===== src/design/psd_pkg.sv =====
// Shared types, constants and byte-assembly functions for the capture stream deframer.
package psd_pkg;

    // Word kinds on the result channel.
    localparam logic [1:0] KIND_HEADER  = 2'd0;
    localparam logic [1:0] KIND_PAYLOAD = 2'd1;
    localparam logic [1:0] KIND_ERROR   = 2'd2;
    localparam logic [1:0] KIND_END     = 2'd3;

    // Error codes carried with an error word.
    localparam logic [2:0] ERR_MAGIC         = 3'd0;
    localparam logic [2:0] ERR_VERSION       = 3'd1;
    localparam logic [2:0] ERR_LINK_KIND     = 3'd2;
    localparam logic [2:0] ERR_SHORT_GLOBAL  = 3'd3;
    localparam logic [2:0] ERR_TRUNC_HEADER  = 3'd4;
    localparam logic [2:0] ERR_TRUNC_PAYLOAD = 3'd5;

    // Capture file format constants.
    localparam logic [31:0] MAGIC_USEC     = 32'hA1B2C3D4;
    localparam logic [31:0] MAGIC_NSEC     = 32'hA1B23C4D;
    localparam logic [15:0] VER_MAJOR_REQ  = 16'd2;
    localparam logic [15:0] VER_MINOR_REQ  = 16'd4;
    localparam logic [31:0] LINK_ETHERNET  = 32'd1;
    localparam logic [4:0]  GLOBAL_LEN     = 5'd24;
    localparam logic [4:0]  RECORD_LEN     = 5'd16;

    // Header bytes held before the final byte of the global header arrives.
    localparam int HDR_KEEP = 23;

    typedef enum logic [1:0] {
        PH_GLOBAL,
        PH_RECORD,
        PH_PAYLOAD,
        PH_ERROR
    } phase_t;

    typedef struct packed {
        logic [7:0] data_byte;
        logic       end_of_stream;
    } psd_in_t;

    typedef struct packed {
        logic [1:0]  kind;
        logic [31:0] stamp_seconds;
        logic [31:0] stamp_fraction;
        logic        nanosecond_resolution;
        logic [31:0] captured_length;
        logic [7:0]  payload_byte;
        logic        last_byte;
        logic [2:0]  error_code;
    } psd_out_t;

    // Result of processing one item, handed to the output register.
    typedef struct packed {
        logic     vld;
        psd_out_t word;
    } psd_res_t;

    // Assemble a 32-bit field from four stream bytes in arrival order.
    function automatic logic [31:0] get32(input logic [7:0] b0, input logic [7:0] b1,
                                          input logic [7:0] b2, input logic [7:0] b3,
                                          input logic big);
        logic [31:0] val;
        if (big)
        begin
            val = {b0, b1, b2, b3};
        end
        else
        begin
            val = {b3, b2, b1, b0};
        end
        return val;
    endfunction

    // Assemble a 16-bit field from two stream bytes in arrival order.
    function automatic logic [15:0] get16(input logic [7:0] b0, input logic [7:0] b1,
                                          input logic big);
        logic [15:0] val;
        if (big)
        begin
            val = {b0, b1};
        end
        else
        begin
            val = {b1, b0};
        end
        return val;
    endfunction

endpackage


===== src/design/psd_input_reg.sv =====
// Input register stage: captures one stream word and holds it until the parser takes it.
module psd_input_reg
(
    input  logic             clk,
    input  logic             rst_n,
    input  logic             stream_valid,
    output logic             stream_stall,
    input  psd_pkg::psd_in_t stream_data,
    input  logic             take,
    output logic             item_valid,
    output psd_pkg::psd_in_t item
);

    logic             vld_reg;
    logic             vld_next;
    psd_pkg::psd_in_t item_reg;
    logic             accept;

    // The stage is free when empty or when its word leaves in this cycle.
    assign stream_stall = vld_reg && !take;
    assign accept       = stream_valid && !stream_stall;

    always_comb
    begin
        vld_next = vld_reg;
        if (accept)
        begin
            vld_next = 1'b1;
        end
        else if (take)
        begin
            vld_next = 1'b0;
        end
    end

    always_ff @(posedge clk or negedge rst_n)
    begin
        if (!rst_n)
        begin
            vld_reg <= 1'b0;
        end
        else
        begin
            vld_reg <= vld_next;
        end
    end

    always_ff @(posedge clk)
    begin
        if (accept)
        begin
            item_reg <= stream_data;
        end
    end

    assign item_valid = vld_reg;
    assign item       = item_reg;

endmodule


===== src/design/psd_parser.sv =====
// Parser: stream phase machine, header byte shift line and result formation.
module psd_parser
(
    input  logic              clk,
    input  logic              rst_n,
    input  logic              item_valid,
    input  psd_pkg::psd_in_t  item,
    input  logic              out_ready,
    output logic              take,
    output psd_pkg::psd_res_t res
);

    psd_pkg::phase_t phase_reg;
    psd_pkg::phase_t phase_next;
    logic [4:0]      cnt_reg;
    logic [4:0]      cnt_next;
    logic            big_reg;
    logic            big_next;
    logic            nano_reg;
    logic            nano_next;
    logic [31:0]     remain_reg;
    logic [31:0]     remain_next;
    logic [7:0]      hdr_reg [psd_pkg::HDR_KEEP];
    logic [7:0]      hdr_next [psd_pkg::HDR_KEEP];
    logic            shift;

    logic [31:0]     magic_le;
    logic [31:0]     magic_be;
    logic            le_ok;
    logic            be_ok;
    logic            big_sel;
    logic [15:0]     ver_major;
    logic [15:0]     ver_minor;
    logic [31:0]     link_word;
    logic [31:0]     rec_seconds;
    logic [31:0]     rec_fraction;
    logic [31:0]     rec_length;

    assign take = item_valid && out_ready;

    // Newest byte sits at index 0; at header completion byte i of a header of
    // length N is found at index N-2-i, and the final byte is still on the input.
    assign magic_le  = psd_pkg::get32(hdr_reg[22], hdr_reg[21], hdr_reg[20], hdr_reg[19], 1'b0);
    assign magic_be  = psd_pkg::get32(hdr_reg[22], hdr_reg[21], hdr_reg[20], hdr_reg[19], 1'b1);
    assign le_ok     = (magic_le == psd_pkg::MAGIC_USEC) || (magic_le == psd_pkg::MAGIC_NSEC);
    assign be_ok     = (magic_be == psd_pkg::MAGIC_USEC) || (magic_be == psd_pkg::MAGIC_NSEC);
    assign big_sel   = !le_ok;
    assign ver_major = psd_pkg::get16(hdr_reg[18], hdr_reg[17], big_sel);
    assign ver_minor = psd_pkg::get16(hdr_reg[16], hdr_reg[15], big_sel);
    assign link_word = psd_pkg::get32(hdr_reg[2], hdr_reg[1], hdr_reg[0], item.data_byte,
                                      big_sel);

    assign rec_seconds  = psd_pkg::get32(hdr_reg[14], hdr_reg[13], hdr_reg[12], hdr_reg[11],
                                         big_reg);
    assign rec_fraction = psd_pkg::get32(hdr_reg[10], hdr_reg[9], hdr_reg[8], hdr_reg[7],
                                         big_reg);
    assign rec_length   = psd_pkg::get32(hdr_reg[6], hdr_reg[5], hdr_reg[4], hdr_reg[3],
                                         big_reg);

    always_comb
    begin
        phase_next  = phase_reg;
        cnt_next    = cnt_reg;
        big_next    = big_reg;
        nano_next   = nano_reg;
        remain_next = remain_reg;
        shift       = 1'b0;
        res         = '0;

        if (take)
        begin
            if (item.end_of_stream)
            begin
                unique case (phase_reg)
                    psd_pkg::PH_GLOBAL:
                    begin
                        res.vld             = 1'b1;
                        res.word.kind       = psd_pkg::KIND_ERROR;
                        res.word.error_code = psd_pkg::ERR_SHORT_GLOBAL;
                    end
                    psd_pkg::PH_RECORD:
                    begin
                        res.vld = 1'b1;
                        if (cnt_reg == 5'd0)
                        begin
                            res.word.kind = psd_pkg::KIND_END;
                        end
                        else
                        begin
                            res.word.kind       = psd_pkg::KIND_ERROR;
                            res.word.error_code = psd_pkg::ERR_TRUNC_HEADER;
                        end
                    end
                    psd_pkg::PH_PAYLOAD:
                    begin
                        res.vld             = 1'b1;
                        res.word.kind       = psd_pkg::KIND_ERROR;
                        res.word.error_code = psd_pkg::ERR_TRUNC_PAYLOAD;
                    end
                    psd_pkg::PH_ERROR:
                    begin
                        res.vld = 1'b0;
                    end
                endcase
                phase_next  = psd_pkg::PH_GLOBAL;
                cnt_next    = 5'd0;
                big_next    = 1'b0;
                nano_next   = 1'b0;
                remain_next = '0;
            end
            else
            begin
                unique case (phase_reg)
                    psd_pkg::PH_GLOBAL:
                    begin
                        shift = 1'b1;
                        if (cnt_reg == psd_pkg::GLOBAL_LEN - 5'd1)
                        begin
                            cnt_next = 5'd0;
                            if (!le_ok && !be_ok)
                            begin
                                res.vld             = 1'b1;
                                res.word.kind       = psd_pkg::KIND_ERROR;
                                res.word.error_code = psd_pkg::ERR_MAGIC;
                                phase_next          = psd_pkg::PH_ERROR;
                            end
                            else
                            begin
                                big_next  = big_sel;
                                nano_next = le_ok ? (magic_le == psd_pkg::MAGIC_NSEC)
                                                  : (magic_be == psd_pkg::MAGIC_NSEC);
                                if (ver_major != psd_pkg::VER_MAJOR_REQ ||
                                    ver_minor != psd_pkg::VER_MINOR_REQ)
                                begin
                                    res.vld             = 1'b1;
                                    res.word.kind       = psd_pkg::KIND_ERROR;
                                    res.word.error_code = psd_pkg::ERR_VERSION;
                                    phase_next          = psd_pkg::PH_ERROR;
                                end
                                else if (link_word != psd_pkg::LINK_ETHERNET)
                                begin
                                    res.vld             = 1'b1;
                                    res.word.kind       = psd_pkg::KIND_ERROR;
                                    res.word.error_code = psd_pkg::ERR_LINK_KIND;
                                    phase_next          = psd_pkg::PH_ERROR;
                                end
                                else
                                begin
                                    phase_next = psd_pkg::PH_RECORD;
                                end
                            end
                        end
                        else
                        begin
                            cnt_next = cnt_reg + 5'd1;
                        end
                    end
                    psd_pkg::PH_RECORD:
                    begin
                        shift = 1'b1;
                        if (cnt_reg == psd_pkg::RECORD_LEN - 5'd1)
                        begin
                            cnt_next                       = 5'd0;
                            res.vld                        = 1'b1;
                            res.word.kind                  = psd_pkg::KIND_HEADER;
                            res.word.stamp_seconds         = rec_seconds;
                            res.word.stamp_fraction        = rec_fraction;
                            res.word.nanosecond_resolution = nano_reg;
                            res.word.captured_length       = rec_length;
                            remain_next                    = rec_length;
                            if (rec_length != 32'd0)
                            begin
                                phase_next = psd_pkg::PH_PAYLOAD;
                            end
                        end
                        else
                        begin
                            cnt_next = cnt_reg + 5'd1;
                        end
                    end
                    psd_pkg::PH_PAYLOAD:
                    begin
                        res.vld               = 1'b1;
                        res.word.kind         = psd_pkg::KIND_PAYLOAD;
                        res.word.payload_byte = item.data_byte;
                        res.word.last_byte    = (remain_reg <= 32'd1);
                        if (remain_reg <= 32'd1)
                        begin
                            remain_next = '0;
                            phase_next  = psd_pkg::PH_RECORD;
                            cnt_next    = 5'd0;
                        end
                        else
                        begin
                            remain_next = remain_reg - 32'd1;
                        end
                    end
                    psd_pkg::PH_ERROR:
                    begin
                        res.vld = 1'b0;
                    end
                endcase
            end
        end
    end

    always_comb
    begin
        hdr_next[0] = item.data_byte;
        for (int i = 1; i < psd_pkg::HDR_KEEP; i++)
        begin
            hdr_next[i] = hdr_reg[i - 1];
        end
    end

    always_ff @(posedge clk or negedge rst_n)
    begin
        if (!rst_n)
        begin
            phase_reg  <= psd_pkg::PH_GLOBAL;
            cnt_reg    <= 5'd0;
            big_reg    <= 1'b0;
            nano_reg   <= 1'b0;
            remain_reg <= '0;
        end
        else
        begin
            phase_reg  <= phase_next;
            cnt_reg    <= cnt_next;
            big_reg    <= big_next;
            nano_reg   <= nano_next;
            remain_reg <= remain_next;
        end
    end

    always_ff @(posedge clk)
    begin
        if (shift)
        begin
            hdr_reg <= hdr_next;
        end
    end

endmodule


===== src/design/psd_out_reg.sv =====
// Result register: holds one finished word until the receiver takes it.
module psd_out_reg
(
    input  logic              clk,
    input  logic              rst_n,
    input  psd_pkg::psd_res_t res,
    input  logic              take,
    output logic              out_ready,
    output logic              result_valid,
    input  logic              result_stall,
    output psd_pkg::psd_out_t result_data
);

    logic              vld_reg;
    logic              vld_next;
    psd_pkg::psd_out_t word_reg;

    // Free when empty or when the held word is being delivered now.
    assign out_ready = !vld_reg || !result_stall;

    always_comb
    begin
        vld_next = vld_reg;
        if (out_ready)
        begin
            vld_next = take && res.vld;
        end
    end

    always_ff @(posedge clk or negedge rst_n)
    begin
        if (!rst_n)
        begin
            vld_reg <= 1'b0;
        end
        else
        begin
            vld_reg <= vld_next;
        end
    end

    always_ff @(posedge clk)
    begin
        if (take && res.vld)
        begin
            word_reg <= res.word;
        end
    end

    assign result_valid = vld_reg;
    assign result_data  = word_reg;

endmodule


===== src/design/pcap_stream_deframer_unit.sv =====
// Top level of the capture stream deframer: input register, parser and result register.
//
// The stream channel (stream_valid, stream_stall, stream_data) carries one word per
// capture-file byte, or an end-of-stream word. The result channel (result_valid,
// result_stall, result_data) carries packet headers, payload bytes, error words and
// the clean end-of-capture word; many stream words produce no result.
// A stream word is registered at its accepting edge and handled by the parser once the
// result register can take a word; its result, if any, is loaded into the result
// register at the edge that ends that pass. Throughput is one stream word per clock
// while the receiver does not stall, set by the parser pass between the input register
// and the result register.
// Reset (rst_n low, asynchronous) empties both registers and returns the parser to
// waiting for a global header with little-endian, microsecond defaults; an end-of-stream
// word returns the parser to that state once processed, so a new stream may follow.
// When the receiver stalls while a result is held, the parser pauses and the input
// register keeps its word; stream_stall rises once that register is occupied, so at
// most two words wait inside the block. Nothing is dropped or repeated.
// Errors are reported once; later data words are swallowed until end of stream.
module pcap_stream_deframer_unit
(
    input  logic              clk,
    input  logic              rst_n,
    input  logic              stream_valid,
    output logic              stream_stall,
    input  psd_pkg::psd_in_t  stream_data,
    output logic              result_valid,
    input  logic              result_stall,
    output psd_pkg::psd_out_t result_data
);

    logic              item_valid;
    psd_pkg::psd_in_t  item;
    logic              take;
    logic              out_ready;
    psd_pkg::psd_res_t res;

    // Input register stage.
    psd_input_reg u_input_reg
    (
        .clk          (clk),
        .rst_n        (rst_n),
        .stream_valid (stream_valid),
        .stream_stall (stream_stall),
        .stream_data  (stream_data),
        .take         (take),
        .item_valid   (item_valid),
        .item         (item)
    );

    // Phase machine and header assembly.
    psd_parser u_parser
    (
        .clk        (clk),
        .rst_n      (rst_n),
        .item_valid (item_valid),
        .item       (item),
        .out_ready  (out_ready),
        .take       (take),
        .res        (res)
    );

    // Result register toward the receiver.
    psd_out_reg u_out_reg
    (
        .clk          (clk),
        .rst_n        (rst_n),
        .res          (res),
        .take         (take),
        .out_ready    (out_ready),
        .result_valid (result_valid),
        .result_stall (result_stall),
        .result_data  (result_data)
    );

    // A held result that the receiver refuses must back up into the stream side
    // whenever the input register is occupied.
    assert property (@(posedge clk) disable iff (!rst_n)
        (result_valid && result_stall && item_valid) |-> stream_stall)
        else $error("stream not stalled behind a blocked result");

    // An accepted stream word must be present in the input register next cycle.
    assert property (@(posedge clk) disable iff (!rst_n)
        (stream_valid && !stream_stall) |=> item_valid)
        else $error("accepted stream word lost");

    // Error words only carry defined error codes and a zero captured length.
    assert property (@(posedge clk) disable iff (!rst_n)
        (result_valid && result_data.kind == psd_pkg::KIND_ERROR) |->
        (result_data.error_code <= psd_pkg::ERR_TRUNC_PAYLOAD &&
         result_data.captured_length == 32'd0))
        else $error("malformed error word");

endmodule


===== config.mk =====
export PLATFORM = sky130hd
export DESIGN_NAME = pcap_stream_deframer_unit
export DESIGN_NICKNAME = d
export VERILOG_FILES = /design/src/design/psd_pkg.sv /design/src/design/psd_input_reg.sv /design/src/design/psd_parser.sv /design/src/design/psd_out_reg.sv /design/src/design/pcap_stream_deframer_unit.sv
export SDC_FILE = /design/constraint.sdc
export NUM_CORES = 1
export LEC_CHECK = 0
export BUFFER_PORTS_ARGS = -buffer_cell sky130_fd_sc_hd__buf_2
export CAP_MARGIN = 40
export CELL_PAD_IN_SITES_DETAIL_PLACEMENT = 0
export CELL_PAD_IN_SITES_GLOBAL_PLACEMENT = 1
export CORE_UTILIZATION = 51
export CTS_BUF_LIST = sky130_fd_sc_hd__clkbuf_8
export CTS_CLUSTER_DIAMETER = 30
export DETAILED_ROUTE_END_ITERATION = 6
export PLACE_DENSITY_LB_ADDON = 0.05
export SYNTH_ARGS = -nofsm -noshare
export SYNTH_HDL_FRONTEND = slang
export SYNTH_SLANG_ARGS = --single-unit

===== constraint.sdc =====
create_clock -name clk -period 7.68 [get_ports clk]
set_input_delay 2.304 -clock clk [delete_from_list [all_inputs] [get_ports clk]]
set_output_delay 2.304 -clock clk [all_outputs]
set_load 0.01 [all_outputs]

# --- Yosys cells after proc, flatten, opt, wreduce, memory -nomap -nowiden ---
# Index checks and enable logic that the tools add are counted.
op_classes:
  addsub: 2
  n_lt_le_gt_ge: 1
  n_eq_ne: 17
  muxes: 61
  n_bitwise: 4
  reduce_logical: 32
op_table:
  columns: ["op", "count"]
  rows:
  - ["two-way mux 32 bit", 7]
  - ["== test 32 bit (second input constant)", 4]
  - ["two-way mux 112 bit", 1]
  - ["two-way mux 106 bit", 1]
  - ["two-way mux 100 bit", 1]
  - ["two-way mux 97 bit", 1]
  - ["case mux 32 bit (2 select lines)", 1]
  - ["two-way mux 3 bit", 11]
  - ["<= comparator 32 x 1 -> 1 bit (second input constant)", 1]
  - ["two-way mux 16 bit", 2]
  - ["!= test 32 x 1 -> 1 bit (second input constant)", 1]
  - ["nonzero test 32 bit", 1]
  - ["subtractor 32 x 1 -> 32 bit (second input constant)", 1]
  - ["two-way mux 5 bit", 4]
  - ["two-way mux 2 bit", 9]
  - ["!= test 16 x 2 -> 1 bit (second input constant)", 1]
  - ["!= test 16 x 3 -> 1 bit (second input constant)", 1]
  - ["two-way mux 1 bit", 15]
  - ["case mux 5 bit (3 select lines)", 1]
  - ["!= test 3 x 2 -> 1 bit (second input constant)", 4]
  - ["case mux 2 bit (3 select lines)", 2]
  - ["two-way mux 9 bit", 1]
  - ["case mux 3 bit (3 select lines)", 1]
  - ["zero test 1 bit", 6]
  - ["23 further kinds", 39]
totals:
  register_bits: 347
  output_inout_bits: 113

# --- Logic depth before layout (Yosys ltp) ---
depth:
  ltp_word: 12
  mapped_depth: 12

# --- Hierarchy ---
# Synthesis repeated with hierarchy kept, for this count alone.
unflattened:
  hier_cells: 1012
  area_unflattened_um2: 14315.0
modules_own_cells:
  columns: ["mod", "instances", "cells_per_inst", "area_per_inst_um2", "seq_area_each_um2"]
  rows:
  - ["psd_parser", 1, 883, 10608.9, 6551.3]
  - ["psd_out_reg", 1, 115, 3378.2, 3358.2]
  - ["psd_input_reg", 1, 14, 327.8, 295.3]

# --- Worst setup path after synthesis ---
# No wires, ideal clock.
synth_path:
  path_type: "in2reg"
  start: "in result_stall"
  end: "reg u_parser.hdr_reg (netlist bit u_parser.hdr_next[0]) (enable)"
  arrival_time_ps: 7128
  setup_slack_ps: -8
  stages: 5
  n_path_buf: 1
  cell_sequence: "and2_1 nand2b_1 clkbuf_1 nor2_1 o21a_1"
synth_between:
  elab_chain_len: 4
synth_lines:
  columns: ["element", "line_no", "rtl"]
  rows:
  - ["start, declared", "pcap_stream_deframer_unit.sv:27", "input logic result_stall,"]
  - ["zero test 1 bit", "psd_out_reg.sv:19", "assign out_ready = !vld_reg || !result_stall;"]
  - ["logical OR 1 bit", "psd_out_reg.sv:19", null]
  - ["logical AND 1 bit", "psd_parser.sv:39", "assign take = item_valid && out_ready;"]
  - ["two-way mux 1 bit", "psd_parser.sv:70", "if (take)"]
  - ["named net u_parser.shift", "psd_parser.sv:25", "logic shift;"]
  - ["end signal, assigned", "psd_parser.sv:240", "hdr_reg <= hdr_next;"]
  - ["end, declared", "psd_parser.sv:23", "logic [7:0] hdr_reg [psd_pkg::HDR_KEEP];"]
# The timed path passes the listed nets, and every way through them passes these cells.
# A chain may end at the register's enable or synchronous reset.

# --- Worst setup path in the final report ---
layout_path:
  start: "in result_stall"
  end: "out stream_stall"
layout_between:
  elab_chain_len: 5
layout_lines:
  columns: ["element", "line_no", "rtl"]
  rows:
  - ["zero test 1 bit", "psd_out_reg.sv:19", null]
  - ["logical OR 1 bit", "psd_out_reg.sv:19", null]
  - ["logical AND 1 bit", "psd_parser.sv:39", null]
  - ["zero test 1 bit", "psd_input_reg.sv:20", "assign stream_stall = vld_reg && !take;"]
  - ["logical AND 1 bit", "psd_input_reg.sv:20", null]
  - ["end, declared", "pcap_stream_deframer_unit.sv:24", "output logic stream_stall,"]
# Every way passes these cells.

==> impl_metrics.env <==
export IMPL_crit_arrival_ns=2.79
export IMPL_critPathLaunchType="input port"
export IMPL_die_h_um=169
export IMPL_io_buffers=125
export IMPL_antenna_left=0
export IMPL_seq_area_frac_synth_pct=71.4
export IMPL_worstPathMaxFanout=3
export IMPL_synth_async_reset_ratio_pct=12.4
export IMPL_nets=1178
export IMPL_cts_buffers_inserted=69
export IMPL_grtUsageMet1_pct=33.3
export IMPL_vdd_ir_drop_max_mv=0.196
export IMPL_antenna_found_initial=0
export IMPL_final_area_mm2=0.0169
export IMPL_synth_edf_count=304
export IMPL_grt_pass1_vias=8656
export IMPL_grtUsageMet2_pct=34.7
export IMPL_clkLatencyLatePin_ns=0.59
export IMPL_cts_path_max_buffers=3
export IMPL_routed_wl_um=32400
export IMPL_drc=0
export IMPL_vias=8980
export IMPL_cts_sinks=347
export IMPL_synth_area_mm2=0.0143
export IMPL_synth_area_top_cells="edfxtp_1 (64%), dfrtp_1 (7.5%), mux2i_1 (6.9%), nor2_1 (3.6%), o21ai_0 (1.5%)"
export IMPL_cp_top_family="buffers and inverters"
export IMPL_setup_tns_ns=0
export IMPL_ys_types=68
export IMPL_syn2layout_area_growth_pct=18.0
export IMPL_yosysWarnings=0
export IMPL_cts_resized=0
export IMPL_core_area_mm2=0.0272
export IMPL_placed_area_mm2=0.0154
export IMPL_max_cap_violations=0
export IMPL_rsz0062_at_grt="no"
export IMPL_path_class="input port to output port"
export IMPL_fmax_ghz=0.196
export IMPL_relSlewSlack_pct=40.4
export IMPL_initial_core_util_pct=52.6
export IMPL_drive_gt1_share_pct=21.8
export IMPL_syn_avg_cell_area_um2=14.5
export IMPL_drtPass1Iterations=6
export IMPL_placed_cells=1455
export IMPL_post_cts_setup_buffers=0
export IMPL_grt_busiest_layer="met2"
export IMPL_grt_pass1_wl_um=49400
export IMPL_outcome="completed"
export IMPL_powerDensity_mw_per_mm2=353
export IMPL_netlist_top_cell_by_area="edfxtp_1"
export IMPL_placementRows=60
export IMPL_io_pins=126
export IMPL_end_kind="output port"
export IMPL_finalCritPeriodShare_pct=66.3
export IMPL_overflow=0
export IMPL_cts_hold_fix_buffers=0
export IMPL_fin_cells=1579
export IMPL_fin_crit_ns=5.09
export IMPL_final_max_slew_viol_count=0
export IMPL_synth_main_ff_cell="edfxtp_1"
export IMPL_clockRootBuffer="clkbuf_8"
export IMPL_cts_tree="built"
export IMPL_grt_max_degree=76
export IMPL_finClkSkew_ns=0.0241
export IMPL_setup_viol=0
export IMPL_slowest_delay_ns=0.22
export IMPL_ys_ff_latch=347
export IMPL_hold_path_class="flip-flop to flip-flop"
export IMPL_fp_dieW_um=169
export IMPL_detailedRoute_firstIterationViolations=823
export IMPL_place_gp_congestion=0.884
export IMPL_viasPerCell=5.69
export IMPL_htreeDepth=3
export IMPL_cp_num_buf_inv=2
export IMPL_yosys_area_top_type_share_pct=63.9
export IMPL_fin_util_pct=62.0
export IMPL_globalRouteMet3Util_pct=4.94
export IMPL_cp_data_required_time_ns=5.38
export IMPL_crit_chain="buf_2 > and3_1 > buf_2"
export IMPL_dp_hpwl_um=21500
export IMPL_syn_inst=988
export IMPL_grt_usage_pct=23.0
export IMPL_p_leak_nw=5.95
export IMPL_clkSlewWorstSetupHoldPaths_ns=0.05
export IMPL_worst_pin_slew_ns=0.885
export IMPL_largest_reg_flops=176
export IMPL_syn_num_nets=1012
export IMPL_wl_per_cell_um=20.6
export IMPL_crit_top_cell="buf_2"
export IMPL_antenna_cells=0
export IMPL_hold_viol_final=0
export IMPL_slowest_stage="and3_1"
export IMPL_die_area_mm2=0.0287
[metal layers]
layer / wire [µm] / vias to the layer above / part of all wire [%]
met3: 1960 / 45 / 6.0
met4: 592 / 0 / 1.8
met2: 15100 / 295 / 47
met1: 14800 / 4504 / 46
met5: 0 / - / 0
li1: - / 4136 / -
[stage by stage]
step	hold WS (ns)	setup slack [ns]	power (mW)
5_1_grt	0.455	2.55	6.23
4_1_cts	0.438	2.58	6.00
3_5_place_dp	0.429	2.58	4.06
2_1_floorplan	0.417	1.86	3.61
3_3_place_gp	0.429	2.54	4.01
6_report	0.436	2.59	5.95
[final timing paths]
check | from | end | slack [ns] | cells after the start
min in group asynchronous | rst_n | u_parser.remain_reg[6] | 1.67 | 1
worst max-delay path | result_stall | stream_stall | 2.59 | 3
worst max register to register | u_parser.hdr_next[0] | u_out_reg.result_data[89] | 4.39 | 9
worst min-delay path | u_parser.hdr_next[51] | u_parser.hdr_next[43] | 0.44 | 0
worst min register to register | u_parser.hdr_next[51] | u_parser.hdr_next[43] | 0.44 | 0
max in group asynchronous | rst_n | u_parser.big_reg | 5.47 | 2
[cell type report]
type	instances	area, µm²
clock buffers	70	963
clock inverters	54	459
fillers	2183	10300
inverters	11	41.3
multi-input cells	584	3880
flip-flops and latches	347	10200
well taps	372	465
repair buffers	141	835
[cells by family (layout without fill, tap and decap cells)]
group                    after synthesis  after routing  synth area share [%]
AND/OR/NAND/NOR                      332            332                  12.2
multiplexers                         103            103                  7.25
XOR/XNOR                               6              6                 0.368
buffers and inverters                 57            276                  1.55
AO/OA/AOI/OAI                        132            132                  6.21
flip-flops                           347            347                  71.4
adder cells (fa/ha/maj)               11             11                 0.964
[synthesized netlist by cell type, types with 14 or more instances]
cell      number
nor3_1        25
nand2_1       38
o22ai_1       14
clkbuf_1      29
nor4_1        28
a21oi_1       23
nor2_1       136
dfrtp_1       43
o21ai_0       42
mux2i_1       99
edfxtp_1     304
[power by group]
group,switching (mW),internal [mW]
Sequential,0.284,2.57
Clock,0.816,1.10
Combinational,0.765,0.408
Total,1.87,4.08
[placed cells by master, fill, tap and decap left out, drive strengths merged, types with 4 or more instances in the layout]
cell type / instances
inv: 26
a21oi: 23
nand2b: 7
or2: 4
or4: 6
o311ai: 4
o31ai: 5
mux2: 4
ha: 11
a31oi: 6
nor4b: 5
mux2i: 99
and3: 7
dfrtp: 43
clkbuf: 70
nor2: 137
o21ai: 44
nand4: 11
a22o: 11
or3: 7
nand2: 39
buf: 141
bufinv: 7
and2: 10
nand3: 10
clkinv: 30
nor4: 30
edfxtp: 304
nor2b: 9
nor4bb: 7
nor3: 27
nor3b: 4
o22ai: 14
Note: power is estimated with default switching activity, not from simulation.
